==> config.mk <==
export PLATFORM = sky130hd
export DESIGN_NAME = circle_outline_rasterizer_core
export DESIGN_NICKNAME = d
export VERILOG_FILES = /design/src/cor_pkg.sv /design/src/circle_outline_rasterizer_core.sv
export SDC_FILE = /design/constraint.sdc
export NUM_CORES = 1
export LEC_CHECK = 0
export BUFFER_PORTS_ARGS = -buffer_cell sky130_fd_sc_hd__clkbuf_2
export CORE_UTILIZATION = 40
export DETAILED_ROUTE_END_ITERATION = 12
export PLACE_DENSITY_LB_ADDON = 0.3
export SETUP_SLACK_MARGIN = 0.02
export SYNTH_ARGS = -nofsm -noshare
export SYNTH_HDL_FRONTEND = slang
export SYNTH_SLANG_ARGS = --single-unit
==> constraint.sdc <==
create_clock -name aclk -period 12.2 [get_ports aclk]
set_clock_uncertainty 0.1 [all_clocks]
set_input_delay 0.61 -clock aclk [delete_from_list [all_inputs] [get_ports aclk]]
set_output_delay 0.61 -clock aclk [all_outputs]
set_load 0.005 [all_outputs]
==> src/cor_pkg.sv <==
`default_nettype none

package cor_pkg;

    // Default field widths
    localparam int COORD_BITS_DEF  = 16;
    localparam int RADIUS_BITS_DEF = 12;
    localparam int MODE_BITS       = 2;
    localparam int COLOR_BITS      = 32;

    // Request kinds carried on tuser
    localparam logic OP_START = 1'b0;
    localparam logic OP_NEXT  = 1'b1;

    // Drawing modes; the fourth code draws a full circle
    localparam logic [MODE_BITS-1:0] MODE_FULL  = 2'd0;
    localparam logic [MODE_BITS-1:0] MODE_UPPER = 2'd1;
    localparam logic [MODE_BITS-1:0] MODE_LOWER = 2'd2;

    typedef enum logic [2:0] {
        ST_IDLE,
        ST_SQUARE,
        ST_CHECK,
        ST_ROOT,
        ST_OUT
    } state_t;

    // Which signed step coordinate feeds one axis of a point
    typedef enum logic [1:0] {
        SEL_POS_X,
        SEL_NEG_X,
        SEL_POS_Y,
        SEL_NEG_Y
    } sel_t;

    typedef struct packed {
        sel_t dx;
        sel_t dy;
    } offset_sel_t;

    // Index of the final point in one step
    function automatic logic [2:0] last_index(input logic [MODE_BITS-1:0] mode);
        logic [2:0] idx;
        begin
            idx = ((mode == MODE_UPPER) || (mode == MODE_LOWER)) ? 3'd3 : 3'd7;
            return idx;
        end
    endfunction

    // Symmetry table: offset of each point of a step
    function automatic offset_sel_t offset_sel(input logic [MODE_BITS-1:0] mode,
                                               input logic [2:0] idx);
        offset_sel_t s;
        begin
            s = '{dx: SEL_POS_X, dy: SEL_POS_Y};
            unique case (mode)
                MODE_UPPER: begin
                    unique case (idx[1:0])
                        2'd0:    s = '{dx: SEL_POS_Y, dy: SEL_NEG_X};
                        2'd1:    s = '{dx: SEL_NEG_Y, dy: SEL_NEG_X};
                        2'd2:    s = '{dx: SEL_POS_X, dy: SEL_NEG_Y};
                        default: s = '{dx: SEL_NEG_X, dy: SEL_NEG_Y};
                    endcase
                end
                MODE_LOWER: begin
                    unique case (idx[1:0])
                        2'd0:    s = '{dx: SEL_POS_Y, dy: SEL_POS_X};
                        2'd1:    s = '{dx: SEL_NEG_Y, dy: SEL_POS_X};
                        2'd2:    s = '{dx: SEL_POS_X, dy: SEL_POS_Y};
                        default: s = '{dx: SEL_NEG_X, dy: SEL_POS_Y};
                    endcase
                end
                default: begin
                    unique case (idx)
                        3'd0:    s = '{dx: SEL_POS_X, dy: SEL_POS_Y};
                        3'd1:    s = '{dx: SEL_NEG_X, dy: SEL_POS_Y};
                        3'd2:    s = '{dx: SEL_POS_X, dy: SEL_NEG_Y};
                        3'd3:    s = '{dx: SEL_NEG_X, dy: SEL_NEG_Y};
                        3'd4:    s = '{dx: SEL_POS_Y, dy: SEL_POS_X};
                        3'd5:    s = '{dx: SEL_NEG_Y, dy: SEL_POS_X};
                        3'd6:    s = '{dx: SEL_POS_Y, dy: SEL_NEG_X};
                        default: s = '{dx: SEL_NEG_Y, dy: SEL_NEG_X};
                    endcase
                end
            endcase
            return s;
        end
    endfunction

endpackage

`default_nettype wire

==> src/circle_outline_rasterizer_core.sv <==
`default_nettype none

// Circle outline rasterizer. A start request (tuser = start) loads the center, radius,
// mode and color and returns the first outline point; each next request returns one more
// point, with tlast on the final point of the shape. A next request with no shape open
// returns nothing and frees the input again. One request is worked at a time and
// s_tready is high only while idle; the result register lets the next request enter while
// a point still waits on the m_ side. With the result register free, a next request that
// is not the last point of a step passes through the check and output states into the
// result register, and the input opens again as the point enters it. A start request first
// squares the radius by a bit-serial shift-add, one multiplier bit a cycle. For the last
// point of a step the new y is found by a digit-serial square root that retires two
// remainder bits and one root bit a cycle. When r*r - x*x goes negative the root is
// skipped and that final point goes straight to the output state.
// A point that finds the result register still full waits until it drains.
module circle_outline_rasterizer_core #(
    parameter int COORD_BITS  = cor_pkg::COORD_BITS_DEF,
    parameter int RADIUS_BITS = cor_pkg::RADIUS_BITS_DEF,
    localparam int S_DATA_BITS =
        ((2 * COORD_BITS + RADIUS_BITS + cor_pkg::MODE_BITS + cor_pkg::COLOR_BITS + 7) / 8) * 8,
    localparam int M_DATA_BITS =
        ((2 * (COORD_BITS + 1) + cor_pkg::COLOR_BITS + 7) / 8) * 8
) (
    input  wire logic                   aclk,
    input  wire logic                   aresetn,
    // request channel
    input  wire logic                   s_tvalid,
    output logic                        s_tready,
    // s_tdata: center_x, center_y, radius, arc_mode, color (from bit 0 up)
    input  wire logic [S_DATA_BITS-1:0] s_tdata,
    // s_tuser: operation
    input  wire logic                   s_tuser,
    // point channel
    output logic                        m_tvalid,
    input  wire logic                   m_tready,
    // m_tdata: point_x, point_y, point_color (from bit 0 up)
    output logic [M_DATA_BITS-1:0]      m_tdata,
    output logic                        m_tlast
);
    import cor_pkg::*;

    localparam int CB        = COORD_BITS;
    localparam int RB        = RADIUS_BITS;
    localparam int OB        = CB + 1;
    localparam int STEP_BITS = RB + 1;
    localparam int SQ_BITS   = 2 * RB;
    localparam int REM_BITS  = 2 * RB + 1;
    localparam int PART_BITS = RB + 2;
    localparam int SUM_BITS  = ((CB > STEP_BITS) ? CB : STEP_BITS) + 2;
    localparam int CNT_BITS  = $clog2(RB);

    // Input field positions
    localparam int CY_LSB   = CB;
    localparam int R_LSB    = 2 * CB;
    localparam int MODE_LSB = R_LSB + RB;
    localparam int COL_LSB  = MODE_LSB + MODE_BITS;

    state_t state_reg, state_next;

    logic                       busy_reg, busy_next;
    logic signed [CB-1:0]       cx_reg, cx_next;
    logic signed [CB-1:0]       cy_reg, cy_next;
    logic [RB-1:0]              r_reg, r_next;
    logic [MODE_BITS-1:0]       mode_reg, mode_next;
    logic [COLOR_BITS-1:0]      color_reg, color_next;
    logic [STEP_BITS-1:0]       x_reg, x_next;
    logic [STEP_BITS-1:0]       y_reg, y_next;
    logic [2:0]                 idx_reg, idx_next;
    logic signed [REM_BITS-1:0] rem_reg, rem_next;
    logic [RB-1:0]              mplier_reg, mplier_next;
    logic [SQ_BITS-1:0]         rad_reg, rad_next;
    logic [PART_BITS-1:0]       part_reg, part_next;
    logic [RB-1:0]              root_reg, root_next;
    logic [CNT_BITS-1:0]        cnt_reg, cnt_next;
    logic                       step_end_reg, step_end_next;
    logic                       neg_reg, neg_next;

    logic                       m_tvalid_reg, m_tvalid_next;
    logic [M_DATA_BITS-1:0]     m_tdata_reg, m_tdata_next;
    logic                       m_tlast_reg, m_tlast_next;

    logic                       s_accept;
    logic                       out_load;
    logic                       at_step_end;
    logic signed [REM_BITS-1:0] rem_sub;
    logic [PART_BITS+1:0]       root_shift;
    logic [PART_BITS+1:0]       root_trial;
    logic                       root_fits;
    logic [STEP_BITS-1:0]       x_inc;
    logic                       shape_last;
    offset_sel_t                sel;
    logic signed [SUM_BITS-1:0] x_s, y_s, cx_s, cy_s, dx_s, dy_s, px_s, py_s;

    assign s_accept = s_tvalid && s_tready;

    // Step arithmetic shared by the state machine and the datapath
    assign at_step_end = (idx_reg == last_index(mode_reg));
    assign rem_sub     = rem_reg - $signed(REM_BITS'({x_reg, 1'b1}));
    assign root_shift  = {2'b00, part_reg[PART_BITS-3:0], rad_reg[SQ_BITS-1 -: 2]};
    assign root_trial  = (PART_BITS + 2)'({root_reg, 2'b01});
    assign root_fits   = (root_shift >= root_trial);
    assign x_inc       = x_reg + STEP_BITS'(1);
    assign shape_last  = step_end_reg && (neg_reg || ({1'b0, root_reg} < x_inc));

    // Point position: center plus the selected signed step coordinate
    always_comb begin
        sel  = offset_sel(mode_reg, idx_reg);
        x_s  = $signed(SUM_BITS'(x_reg));
        y_s  = $signed(SUM_BITS'(y_reg));
        cx_s = SUM_BITS'(cx_reg);
        cy_s = SUM_BITS'(cy_reg);
        case (sel.dx)
            SEL_POS_X: dx_s = x_s;
            SEL_NEG_X: dx_s = -x_s;
            SEL_POS_Y: dx_s = y_s;
            default:   dx_s = -y_s;
        endcase
        case (sel.dy)
            SEL_POS_X: dy_s = x_s;
            SEL_NEG_X: dy_s = -x_s;
            SEL_POS_Y: dy_s = y_s;
            default:   dy_s = -y_s;
        endcase
        px_s = cx_s + dx_s;
        py_s = cy_s + dy_s;
    end

    // Next state
    always_comb begin
        state_next = state_reg;
        unique case (state_reg)
            ST_IDLE: begin
                if (s_accept) begin
                    state_next = (s_tuser == OP_START) ? ST_SQUARE : ST_CHECK;
                end
            end
            ST_SQUARE: begin
                if (cnt_reg == '0) begin
                    state_next = ST_CHECK;
                end
            end
            ST_CHECK: begin
                if (!busy_reg) begin
                    state_next = ST_IDLE;
                end else if (at_step_end && !rem_sub[REM_BITS-1]) begin
                    state_next = ST_ROOT;
                end else begin
                    state_next = ST_OUT;
                end
            end
            ST_ROOT: begin
                if (cnt_reg == '0) begin
                    state_next = ST_OUT;
                end
            end
            ST_OUT: begin
                if (out_load) begin
                    state_next = ST_IDLE;
                end
            end
            default: state_next = ST_IDLE;
        endcase
    end

    // State machine outputs
    always_comb begin
        s_tready = 1'b0;
        out_load = 1'b0;
        unique case (state_reg)
            ST_IDLE: s_tready = 1'b1;
            ST_OUT:  out_load = !m_tvalid_reg || m_tready;
            default: ;
        endcase
    end

    // Datapath next values
    always_comb begin
        busy_next     = busy_reg;
        cx_next       = cx_reg;
        cy_next       = cy_reg;
        r_next        = r_reg;
        mode_next     = mode_reg;
        color_next    = color_reg;
        x_next        = x_reg;
        y_next        = y_reg;
        idx_next      = idx_reg;
        rem_next      = rem_reg;
        mplier_next   = mplier_reg;
        rad_next      = rad_reg;
        part_next     = part_reg;
        root_next     = root_reg;
        cnt_next      = cnt_reg;
        step_end_next = step_end_reg;
        neg_next      = neg_reg;
        m_tdata_next  = m_tdata_reg;
        m_tlast_next  = m_tlast_reg;
        m_tvalid_next = m_tvalid_reg && !m_tready;

        unique case (state_reg)
            ST_IDLE: begin
                // load a new shape and start squaring the radius
                if (s_accept && (s_tuser == OP_START)) begin
                    cx_next     = s_tdata[CB-1:0];
                    cy_next     = s_tdata[CY_LSB +: CB];
                    r_next      = s_tdata[R_LSB +: RB];
                    mode_next   = s_tdata[MODE_LSB +: MODE_BITS];
                    color_next  = s_tdata[COL_LSB +: COLOR_BITS];
                    x_next      = '0;
                    y_next      = STEP_BITS'(s_tdata[R_LSB +: RB]);
                    idx_next    = '0;
                    busy_next   = 1'b1;
                    rem_next    = '0;
                    mplier_next = s_tdata[R_LSB +: RB];
                    cnt_next    = CNT_BITS'(RB - 1);
                end
            end
            ST_SQUARE: begin
                // shift-add one multiplier bit, most significant first
                rem_next    = {rem_reg[REM_BITS-2:0], 1'b0}
                              + (mplier_reg[RB-1] ? $signed(REM_BITS'(r_reg)) : '0);
                mplier_next = {mplier_reg[RB-2:0], 1'b0};
                cnt_next    = cnt_reg - CNT_BITS'(1);
            end
            ST_CHECK: begin
                // advance the remainder r*r - x*x at the end of a step
                step_end_next = at_step_end;
                neg_next      = 1'b0;
                if (busy_reg && at_step_end) begin
                    rem_next  = rem_sub;
                    neg_next  = rem_sub[REM_BITS-1];
                    rad_next  = rem_sub[SQ_BITS-1:0];
                    part_next = '0;
                    root_next = '0;
                    cnt_next  = CNT_BITS'(RB - 1);
                end
            end
            ST_ROOT: begin
                // retire one root bit per cycle
                rad_next  = {rad_reg[SQ_BITS-3:0], 2'b00};
                root_next = {root_reg[RB-2:0], root_fits};
                part_next = root_fits ? PART_BITS'(root_shift - root_trial)
                                      : PART_BITS'(root_shift);
                cnt_next  = cnt_reg - CNT_BITS'(1);
            end
            ST_OUT: begin
                // emit the point and move to the next one
                if (out_load) begin
                    m_tvalid_next = 1'b1;
                    m_tdata_next  = M_DATA_BITS'({color_reg, py_s[OB-1:0], px_s[OB-1:0]});
                    m_tlast_next  = shape_last;
                    if (step_end_reg) begin
                        idx_next  = '0;
                        x_next    = x_inc;
                        y_next    = {1'b0, root_reg};
                        busy_next = !shape_last;
                    end else begin
                        idx_next = idx_reg + 3'd1;
                    end
                end
            end
            default: ;
        endcase
    end

    // Control registers
    always_ff @(posedge aclk) begin
        if (!aresetn) begin
            state_reg    <= ST_IDLE;
            busy_reg     <= 1'b0;
            m_tvalid_reg <= 1'b0;
        end else begin
            state_reg    <= state_next;
            busy_reg     <= busy_next;
            m_tvalid_reg <= m_tvalid_next;
        end
    end

    // Payload registers
    always_ff @(posedge aclk) begin
        cx_reg       <= cx_next;
        cy_reg       <= cy_next;
        r_reg        <= r_next;
        mode_reg     <= mode_next;
        color_reg    <= color_next;
        x_reg        <= x_next;
        y_reg        <= y_next;
        idx_reg      <= idx_next;
        rem_reg      <= rem_next;
        mplier_reg   <= mplier_next;
        rad_reg      <= rad_next;
        part_reg     <= part_next;
        root_reg     <= root_next;
        cnt_reg      <= cnt_next;
        step_end_reg <= step_end_next;
        neg_reg      <= neg_next;
        m_tdata_reg  <= m_tdata_next;
        m_tlast_reg  <= m_tlast_next;
    end

    assign m_tvalid = m_tvalid_reg;
    assign m_tdata  = m_tdata_reg;
    assign m_tlast  = m_tlast_reg;

endmodule

`default_nettype wire

[Word level (Yosys, flattened, before mapping)]
Index checks and enable logic that the tools add are counted.
Storage, ports and cells
  bits of input ports: 85
  register bits after elaboration: 270
  word-level logic and storage cells: 145
Operators by class
  multiplexer cells: 51
  $lt $le $gt $ge: 2
  bitwise operators: 1
  eq/ne operators: 26
  add/sub/neg operators: 10
  reduce and logical (&&, ||, !) cells: 34
Operator list (number)
  $pmux 17 s3: 2
  $mux 13: 6
  $pmux 25 s3: 1
  $pmux 12 s2: 3
  $mux 12: 5
  $pmux 13 s2: 2
  $mux 25: 2
  $pmux 24 s2: 1
  $pmux 4 s3: 3
  $add 16x17->17: 2
  $neg 13->17: 2
  $mux 3: 10
  $pmux 4 s7: 1
  $add 25x12->25: 1
  $sub 25x15->25: 1
  $mux 24: 1
  $pmux 3 s5: 1
  $ge 14x14->1: 1
  $ne 2x2->1 const B: 7
  $add 13x1->13 const B: 1
  $lt 12x13->1: 1
  $eq 3x2->1 const B: 4
  $eq 3x3->1 const B: 4
  $sub 12x12->12: 1
  other kinds (25): 61

[Depth between registers and ports, before layout]
Gate-level depths: netlist (run 1).
  depth in word-level cells: 8
  gate-level depth with buffers: 18
  gate-level depth less buffers: 16

[Worst setup path before layout (run 1)]
OpenSTA, ideal clock, no wires.
  kind: reg2reg
  start: register mode_reg[0]
  end: register part_reg[0], enable pin
  setup slack: 6.567 ns
  buffers on the path: 1
  period minus slack after synthesis: 5.633 ns
  setup time: 0.520 ns
  stages on the path, launching flop included: 8
  arrival time: 5.013 ns
  cells stage by stage: edfxtp_1 > inv_1 > ha_1 > clkbuf_1 > or2_2 > a21boi_0 > nand2_1 > o21ai_0
On the way
  cells in the longest elaborated chain, start to end: 7
  elaborated cells on any way between the ends: 8
  those cells by class: eq/ne (4); mux (1); reduce/logical (3)
Ends and longest elaborated chain
  start, declared: RTL line circle_outline_rasterizer_core.sv:64  | logic [MODE_BITS-1:0] mode_reg, mode_next;
  start signal, assigned: RTL line circle_outline_rasterizer_core.sv:283  | mode_reg <= mode_next;
  $eq 2x1->1 / $eq 2x2->1 (equally long branches): RTL line cor_pkg.sv:45  | idx = ((mode == MODE_UPPER) || (mode == MODE_LOWER)) ? 3'd3 : 3'd7;
  $logic_or 1x1->1 *: RTL line cor_pkg.sv:45
  $mux 3 *: RTL line cor_pkg.sv:45
  $eq 3x3->1 *: RTL line circle_outline_rasterizer_core.sv:97  | assign at_step_end = (idx_reg == last_index(mode_reg));
  named net at_step_end: RTL line circle_outline_rasterizer_core.sv:84  | logic at_step_end;
  $logic_and 1x1->1 *: RTL line circle_outline_rasterizer_core.sv:228  | if (busy_reg && at_step_end) begin
  $ne 2x2->1 (no line) *
  $reduce_and 2->1 (no line) *
  end signal, assigned: RTL line circle_outline_rasterizer_core.sv:291  | part_reg <= part_next;
  end, declared: RTL line circle_outline_rasterizer_core.sv:72  | logic [PART_BITS-1:0] part_reg, part_next;
The timed path passes the listed nets; every way through them passes the cells marked *.
A chain may end at the register's enable or synchronous reset.

[Worst setup path in the final report (run 1)]
  start: register idx_reg[0]
  end: register m_tdata_reg[32] (netlist: m_tdata[32]), data pin
On the way
  cells in the longest elaborated chain, start to end: 6
  elaborated cells on any way between the ends: 19
  those cells by class: add/sub (1); eq/ne (10); mux (5); reduce/logical (3)
Ends and longest elaborated chain
  start, declared: RTL line circle_outline_rasterizer_core.sv:68  | logic [2:0] idx_reg, idx_next;
  start signal, assigned: RTL line circle_outline_rasterizer_core.sv:287  | idx_reg <= idx_next;
  $eq 3x3->1 (tied with other cells): RTL line cor_pkg.sv:74  | unique case (idx)
  $pmux 4 s7 (tied with other cells): RTL line cor_pkg.sv:74
  $pmux 4 s2 *: RTL line cor_pkg.sv:56  | unique case (mode)
  $eq 2x2->1 (tied with other cells): RTL line circle_outline_rasterizer_core.sv:118  | case (sel.dy)
  $pmux 17 s3 *: RTL line circle_outline_rasterizer_core.sv:118
  $add 16x17->17 *: RTL line circle_outline_rasterizer_core.sv:125  | py_s = cy_s + dy_s;
  named net py_s[15]: RTL line circle_outline_rasterizer_core.sv:92  | logic signed [SUM_BITS-1:0] x_s, y_s, cx_s, cy_s, dx_s, dy_s, px_s, py_s;
  end signal, assigned: RTL line circle_outline_rasterizer_core.sv:296  | m_tdata_reg <= m_tdata_next;
  end, declared: RTL line circle_outline_rasterizer_core.sv:79  | logic [M_DATA_BITS-1:0] m_tdata_reg, m_tdata_next;
Marks and branches as above.

==> results of run 1 <==
## final cells by class
class	instances	area, µm²
multi-input combinational	1038	6930
tap	511	639
clock buffer	34	797
fill	3508	20000
clock inverter	23	323
inverter	71	268
sequential	269	8030
timing repair buffer	167	876
## power breakdown
part | total [µW] | leakage, µW | switching, µW | internal [µW]
Sequential | 1130 | 0.00247 | 38.7 | 1100
Combinational | 602 | 0.00399 | 357 | 245
Clock | 1010 | 0.000525 | 390 | 621
Total | 2750 | 0.00699 | 786 | 1960
## synth_stat cells, types with 36 or more instances
| cell type | instances |
|---|---|
| nor2_1 | 119 |
| nand3_1 | 37 |
| o21ai_0 | 72 |
| nand2_1 | 151 |
| clkbuf_1 | 47 |
| a21oi_1 | 73 |
| inv_1 | 70 |
| mux2i_1 | 36 |
| edfxtp_1 | 264 |
| ha_1 | 93 |
| xnor2_1 | 88 |
## critical path: stages, from the launching register on
cell and delay [ps]:
edfxtp_1 440, ha_1 310, ha_1 240, nand2b_1 180, or2_2 310, o32a_1 620
nand2_1 170, xnor2_1 140, mux2i_1 120, ha_1 240, or2_2 310, a211oi_1 340
o21ai_0 250, a211o_1 320, a21oi_1 180, xnor2_1 90
## kinds of logic after synthesis
group / after synthesis / synth area share
AND/OR/NAND/NOR: 466 / 0.142
AO/OA/AOI/OAI: 308 / 0.128
flip-flops: 269 / 0.520
buffers and inverters: 130 / 0.0341
XOR/XNOR: 123 / 0.0698
adder cells (fa/ha/maj): 97 / 0.0806
multiplexers: 38 / 0.0248
other: 1 / 0.000243
## through the flow
step                instance area, µm²  power [µW]  std cells
finish                           17900        2750       2113
global route                     17900        2870       2113
CTS                              17900        2770       2113
detailed placement               16700        1750       2056
global placement                 16700        1730       2056
floorplan                        15500        1590       1437
## worst min path at each step
stage,cells past startpoint,from,to,slack [ps]
2_1_floorplan,0,color_reg[0],m_tdata[34],300
3_3_place_gp,0,color_reg[11],m_tdata[45],300
3_5_place_dp,0,color_reg[31],m_tdata[65],300
4_1_cts,1,s_tdata[28],cy_reg[12],70
5_1_grt,1,s_tdata[28],cy_reg[12],80
6_report,1,s_tdata[28],cy_reg[12],110
## routing by layer
layer,up-vias,global-route usage,share of wire
met1,5435,0.265,0.46
met2,385,0.308,0.45
met4,0,0.0530,0.024
met5,-,0,0
met3,54,0.0264,0.066
li1,5532,-,-
==> reports/qor.yml, run 1 <==
timing:
  slew-limit-headroom: 0.346
  holdWs_ps: 108
  post-route-period-util: 0.379
  finalSetupViolations: 0
  worst_pin_slew_ps: 981
  fmax_ghz: 0.217
  maxSlewViolCount: 0
  hold_violations: 0
  fin_crit_ps: 4620
  rsz0062_at_grt: "no"
  setup_tns_ps: 0
  timing.final.ws_setup_ps: 7580
cts:
  post_cts_buffers: 0
  clock-sinks: 269
  ctsRootBufferMaster: "clkbuf_16"
  cts_max_level: 1
  postCtsHoldBufs: 0
  cts_tree: "done"
  cts_buffers: 31
  cts.reportedPaths.clkPinSlew_ps: 70
  cts_resized: 0
  clk_latency_ps: 570
  clock_path_buffers: 3
setup_path:
  critPathKind: "register to register"
  ff2ff_setup_slack_ps: 7580
  r2r_end: "m_tdata[32]"
  startpoint: "idx_reg[0]"
  crit_fanout: 18
  timing.rr.start: "idx_reg[0]"
  worst-endpoint-required_ps: 12410
  cp-end-kind: "register"
  critPathArrivalTime_ps: 4830
  endpoint: "m_tdata[32]"
  critPathLaunchType: "register"
  reg2reg_depth: 15
logic_synthesis:
  netlist_top_cells_area: "edfxtp_1 51%, ha_1 7.5%, xnor2_1 5.0%, nand2_1 3.7%, nor2_1 2.9%"
  ys_seq_area_frac: 0.520
  synth_warnings: 0
  synth_cell_types: 68
  synth_edf_count: 264
  avgSynthCellArea_um2: 10.8
  synth_top_area_share: 0.514
  netlist_instances: 1432
  ys.flop_type: "edfxtp_1"
  synth-async-reset-ratio: 0
  synth_seq_cells: 269
  syn-cell-area_mm2: 0.0154
  post-synth-top-area-cell: "edfxtp_1"
flow_run:
  max_cap_violations: 0
floorplan:
  fp.dieW_um: 198
  start_util: 0.408
  rows: 71
  die_area_mm2: 0.0394
  ios: 160
  fp.dieH_um: 198
  coreArea_mm2: 0.0378
layout:
  finish.utilization: 0.472
  final_nets: 1760
  largest_reg_flops: 66
  area_growth_pct: 15.7
  mostFrequentLayoutCell: "edfxtp_1"
  layout_common_cells: "264 x edfxtp_1, 151 x nand2_1, 151 x clkbuf_2"
  drive_gt1_frac: 0.152
  num_antenna_cells: 0
power:
  power_density_mw_per_mm2: 154
  p_leak_uw: 0.00699
  ir_drop_uv: 101
grt:
  grt_max_degree: 69
  antenna_found_initial: 0
  grt_use_total: 0.190
  grt_pass1_vias: 11000
  grt_pass1_wl_mm: 58.3
  grt_overflow_total: 0
route:
  drt_iter0_drc: 811
  ant_nets: 0
  wl_per_cell_um: 17.7
  vias_per_cell: 5.40
  drc_errors: 0
  firstDrtPassIters: 5
  num_vias: 11400
  drt-total-wl_mm: 37.5
outcome:
  outcome: "finished clean"
placed_design:
  place_congestion: 0.866
  dp_hpwl_mm: 27.2
  port_buffers: 151
  dp_slack_ps: 7630
hold_path:
  min-delay-path-class: "input pin to register"
Note: power is estimated with default switching activity, not from simulation.
==> run 2: changes to the inputs <==
==> constraint.sdc (replaced) <==
create_clock -name aclk -period 4.5 [get_ports aclk]
set_clock_uncertainty 0.1 [all_clocks]
set_input_delay 0.225 -clock aclk [delete_from_list [all_inputs] [get_ports aclk]]
set_output_delay 0.225 -clock aclk [all_outputs]
set_load 0.005 [all_outputs]
==> reports/qor.yml, run 2 (synthesis gave the netlist of run 1 again) <==
grt:
  grt_pass1_vias: 11300  # +2.2%
  antenna_found_initial: 1  # +1
  grt_overflow_total: 0  # unchanged
  grt_use_total: 0.197  # +0.00680
  grt_pass1_wl_mm: 60.5  # +3.8%
  grt_max_degree: 75  # +8.7%
timing:
  slew-limit-headroom: 0.312  # -0.0336
  worst_pin_slew_ps: 1030  # +44.3 ps
  holdWs_ps: 274  # +166 ps
  fmax_ghz: 0.231  # +6.7%
  hold_violations: 0  # unchanged
  post-route-period-util: 0.962  # +0.583
  finalSetupViolations: 0  # unchanged
  maxSlewViolCount: 0  # unchanged
  setup_tns_ps: 0  # unchanged
  fin_crit_ps: 4330  # -291 ps
placed_design:
  place_inst: 2064  # +0.39%
  port_buffers: 151  # unchanged
  post_dp_cell_area_mm2: 0.0168  # +0.43%
  place_congestion: 0.891  # +2.9%
  dp_hpwl_mm: 27.7  # +1.7%
floorplan:
  rows: 71  # unchanged
  die_area_mm2: 0.0394  # unchanged
  fp.dieH_um: 198  # unchanged
  start_util: 0.408  # unchanged
  coreArea_mm2: 0.0378  # unchanged
  fp.dieW_um: 198  # unchanged
  ios: 160  # unchanged
cts:
  clk_latency_ps: 570  # about the same
  cts_max_level: 1  # unchanged
  clock_path_buffers: 3  # unchanged
  cts.reportedPaths.clkPinSlew_ps: 60  # about the same
  cts_tree: "done"
  cts_buffers: 31  # unchanged
  clock-sinks: 269  # unchanged
  ctsRootBufferMaster: "clkbuf_16"
setup_path:
  ff2ff_setup_slack_ps: 170  # -7410 ps
  critPathKind: "register to register"
  crit_chain: "ha_1, ha_1, nand2b_1, or2_2, o32ai_4, buf_6, nor2_1, xnor2_1, mux2i_1, ha_1, nor2b_1, o31a_1, o221a_2, or3_1, a41oi_2, xnor2_1"
  path_common_cell: "ha_1"
  startpoint: "idx_reg[0]"
  critPathArrivalTime_ps: 4540  # -290 ps
  crit_family: "simple AND/OR/NAND/NOR gates"
  worst-endpoint-required_ps: 4720  # -7690 ps
  reg2reg_depth: 16  # +1
  max_stage_delay_ps: 410  # -210 ps
  timing.rr.start: "idx_reg[0]"
  r2r_end: "m_tdata[31]"
  slowest_stage: "edfxtp_1"
  path_buf_inv: 1  # +1
  crit_fanout: 5  # -13
  critPathLaunchType: "register"
  cp-end-kind: "register"
layout:
  layout_common_cells: "264 x edfxtp_1, 151 x nand2_1, 151 x clkbuf_2"
  design_area_mm2: 0.0188  # +5.1%
  finish.utilization: 0.496  # +0.0241
  area_growth_pct: 21.7
  stdcell_count: 2208  # +4.5%
  largest_reg_flops: 66  # unchanged
  final_nets: 1854  # +5.3%
  mostFrequentLayoutCell: "edfxtp_1"
  drive_gt1_frac: 0.150  # -0.00124
  n_fill_cell: 3410  # -2.8%
power:
  pwr-share-clk: 0.350  # -0.018
  p_int_uw: 5250  # +170%
  seqPwrFrac: 0.417  # +0.004
  combPwrFrac: 0.233  # +0.014
  ir_drop_uv: 310  # +210%
  p_leak_uw: 0.00738  # +5.5%
  power_density_mw_per_mm2: 393  # +160%
  p_sw_uw: 2130  # +170%
  switching_share: 0.289  # +0.00269
route:
  ant_nets: 0  # unchanged
  num_vias: 11700  # +2.7%
  drt_iter0_drc: 807  # -0.49%
  drt-total-wl_mm: 39.0  # +4.1%
  drc_errors: 0  # unchanged
  firstDrtPassIters: 7  # +2
  vias_per_cell: 5.30  # -1.8%
  wl_per_cell_um: 17.7  # -0.42%
hold_path:
  min-delay-path-class: "input pin to register"
  min_from: "s_tdata[5]"
  holdPathStages: 2  # +1
  holdPathEnd: "cx_reg[5]"
flow_run:
  max_cap_violations: 0  # unchanged
outcome:
  outcome: "finished clean"
## run 2: changes by cell type in the layout (fill, tap and decap cells not counted), sizes merged
cell           previous run  this run
dlygate4sd3               0        82
diode                     0         2
clkbuf                  185       187
clkinvlp                  7         2
bufinv                    7         5
buf                      16        27
clkdlybuf4s15             0         1
clkinv                    9        13
## run 2: worst max-delay path by stage
stage,to,slack (ps),cells past startpoint
6_report,m_tdata[31],170,16
3_5_place_dp,m_tdata[32],60,15
5_1_grt,m_tdata[33],-30,16
4_1_cts,m_tdata[32],50,15
2_1_floorplan,m_tdata[31],90,15
3_3_place_gp,m_tdata[32],180,15
## run 2: stage by stage
stage | worst slack (ps) | total power [µW]
after floorplan | 91.8 | 4320
after global placement | 179 | 4700
after detailed placement | 62.8 | 4740
after CTS | 47.2 | 7400
after global routing | -25.3 | 7730
final | 173 | 7380
## run 2: layout make-up
cell class	count	area (µm²)	share of cell area
flip-flops and latches	269	8030	0.428
multi-input cells	1038	7000	0.373
repair buffers	261	1810	0.0964
clock buffers	36	795	0.0423
well taps	511	639	0.0341
inverters	71	268	0.0143
clock inverters	20	236	0.0126
diodes	2	5.00	0.000267
## run 2: per-layer routing
metal / wire (µm) / GRT usage / part of all wire
met1: 18300 / 0.276 / 0.47
met2: 17400 / 0.314 / 0.45
met3: 2440 / 0.0327 / 0.062
met4: 852 / 0.0521 / 0.022
met5: 0 / 0 / 0
## run 2: power by group through the flow
stage / registers [µW] / clock network, µW / logic [µW]
2_1_floorplan: 3070 / 0 / 1250
3_3_place_gp: 3120 / 0 / 1580
3_5_place_dp: 3130 / 0 / 1620
4_1_cts: 3070 / 2640 / 1690
5_1_grt: 3090 / 2730 / 1910
6_report: 3080 / 2580 / 1720
## run 2: what timing repair did
| item | CTS | global route |
|---|---|---|
| setup buffers | 0 | 3 |
| resized for setup | 0 | 14 |
| setup endpoints to repair | 0 | 13 |
| hold buffers | 82 | 0 |
| hold endpoints to repair | 106 | 0 |
==> run 3: changes to the inputs <==
==> constraint.sdc (replaced) <==
create_clock -name aclk -period 4.5 [get_ports aclk]
set_clock_uncertainty 0.1 [all_clocks]
set_input_delay 0.225 -clock aclk [delete_from_list [all_inputs] [get_ports aclk]]
set_output_delay 0.225 -clock aclk [all_outputs]
set_load 0.1 [all_outputs]
==> reports/qor.yml, run 3 (synthesis gave the netlist of run 1 again) <==
floorplan:
  die_area_mm2: 0.0394  # unchanged
  ios: 160  # unchanged
  coreArea_mm2: 0.0378  # unchanged
  rows: 71  # unchanged
  start_util: 0.408  # unchanged
  fp.dieW_um: 198  # unchanged
  fp.dieH_um: 198  # unchanged
setup_path:
  worst-path-stages: 16  # unchanged
  endpoint: "m_tdata[31]"
  timing.rr.start: "idx_reg[0]"
  startpoint: "idx_reg[0]"
  ff2ff_setup_slack_ps: 160  # -20 ps
  crit_chain: "ha_1, ha_1, nand2b_1, or2_2, o32ai_4, clkdlybuf4s15_2, nor2_1, xnor2_1, mux2i_1, ha_1, o21a_1, o31a_1, o221a_2, or3_1, a41oi_2, xnor2_1"
  slowest_stage: "edfxtp_1"
  max_stage_delay_ps: 430  # +20 ps
  path_buf_inv: 1  # unchanged
  r2r_end: "m_tdata[31]"
  crit_fanout: 4  # -1
  crit_family: "compound AO/OA/AOI/OAI gates"
  critPathArrivalTime_ps: 4570  # +30 ps
  worst-endpoint-required_ps: 4730  # about the same
  path_common_cell: "ha_1"
  critPathLaunchType: "register"
  critPathKind: "register to register"
  reg2reg_depth: 16  # unchanged
  cp-end-kind: "register"
route:
  drt-total-wl_mm: 38.8  # -0.41%
  top_layer_used: "met4"
  num_vias: 11800  # +1.1%
  dr_wl_met2_mm: 17.6  # +1.1%
  wl_met1_mm: 17.9  # -2.4%
  met3_wirelength_mm: 2.23  # -8.7%
  drt_iter0_drc: 872  # +8.1%
  drc_errors: 0  # unchanged
  firstDrtPassIters: 5  # -2
  vias_per_cell: 5.36  # +1.0%
  wl_per_cell_um: 17.6  # -0.50%
  ant_nets: 0  # unchanged
flow_run:
  max_cap_violations: 0  # unchanged
layout:
  largest_reg_flops: 66  # unchanged
  layout_common_cells: "264 x edfxtp_1, 151 x nand2_1, 151 x clkbuf_2"
  mostFrequentLayoutCell: "edfxtp_1"
  area_growth_pct: 21.9
  design_area_mm2: 0.0188  # +0.19%
  stdcell_count: 2210  # +0.091%
  finish.utilization: 0.497  # +0.000926
  drive_gt1_frac: 0.155  # +0.00445
  final_nets: 1858  # +0.22%
grt:
  grt_max_degree: 53  # -29%
  grt_overflow_total: 0  # unchanged
  grt_pass1_wl_mm: 60.5  # about the same
  grt_use_total: 0.195  # -0.00108
  grt_pass1_vias: 11400  # +1.4%
  antenna_found_initial: 1  # unchanged
timing:
  fin_crit_ps: 4340  # +15.1 ps
  holdWs_ps: 243  # -31.0 ps
  rsz0062_at_grt: "yes"
  slew-limit-headroom: 0.390  # +0.0779
  setup_tns_ps: 0  # unchanged
  hold_violations: 0  # unchanged
  finalSetupViolations: 0  # unchanged
  fmax_ghz: 0.230  # -0.35%
  maxSlewViolCount: 0  # unchanged
  post-route-period-util: 0.965  # +0.00337
  worst_pin_slew_ps: 915  # -111 ps
power:
  p_sw_uw: 2220  # +4.2%
  p_int_uw: 5260  # +0.23%
  seqPwrFrac: 0.411  # -0.006
  switching_share: 0.297  # +0.00794
  combPwrFrac: 0.239  # +0.006
  pwr-share-clk: 0.350  # about the same
  p_leak_uw: 0.00740  # +0.27%
  ir_drop_uv: 318  # +2.5%
  power_density_mw_per_mm2: 398  # +1.2%
cts:
  clk_latency_ps: 590  # +20 ps
  clock_path_buffers: 3  # unchanged
  cts.reportedPaths.clkPinSlew_ps: 60  # about the same
  cts_tree: "done"
  clock-sinks: 269  # unchanged
  ctsRootBufferMaster: "clkbuf_16"
  cts_buffers: 31  # unchanged
  cts_max_level: 1  # unchanged
placed_design:
  dp_hpwl_mm: 27.6  # -0.30%
  port_buffers: 151  # unchanged
  post_dp_cell_area_mm2: 0.0168  # about the same
  place_inst: 2067  # +0.15%
  place_congestion: 0.877  # -1.6%
hold_path:
  min-delay-path-class: "input pin to register"
outcome:
  outcome: "finished clean"
## run 3: cell types whose count changed in the layout (fill, tap and decap cells not counted), sizes merged
cell         previous run  this run
buf                    27        30
clkbuf                187       186
clkinv                 13        12
clkinvlp                2         3
diode                   2         1
dlygate4sd3            82        83
## run 3: worst min path at each step
stage,startpoint,end,slack (ps),cells after the start
finish,s_tdata[0],cx_reg[0],240,2
global route,s_tdata[0],cx_reg[0],240,2
CTS,s_tdata[0],cx_reg[0],230,2
detailed placement,s_tdata[69],color_reg[23],300,1
global placement,color_reg[12],m_tdata[46],300,0
floorplan,s_tdata[46],color_reg[0],220,0
## run 3: power by group through the flow
stage / clock network [µW] / registers [µW] / logic [µW]
after floorplan: 0 / 3100 / 1280
after global placement: 0 / 3120 / 1630
after detailed placement: 0 / 3130 / 1680
after CTS: 2680 / 3070 / 1750
after global routing: 2770 / 3090 / 1980
final: 2620 / 3080 / 1790
## run 3: through the flow
step	setup WS [ps]	total power, µW
floorplan	91.8	4380
global placement	195	4760
detailed placement	100	4800
CTS	79.9	7500
global route	18.2	7830
finish	158	7480
## run 3: metal layers
layer,vias to the layer above,track usage
met1,5657,0.270
met4,0,0.0615
li1,5744,-
met5,-,0
met2,374,0.317
met3,66,0.0266
## run 3: cell type report
type | count | area [µm²]
antenna | 1 | 2.50
sequential | 269 | 8030
clock inverter | 20 | 259
fill | 3474 | 19000
timing repair buffer | 265 | 1830
tap | 511 | 639
clock buffer | 35 | 791
inverter | 71 | 268
multi-input combinational | 1038 | 7000
## run 3: what timing repair did
item / CTS / global route
hold endpoints to repair: 107 / 0
setup buffers: 0 / 3
hold buffers: 83 / 0
resized for setup: 0 / 14
endpoints found under the setup margin: 0 / 9
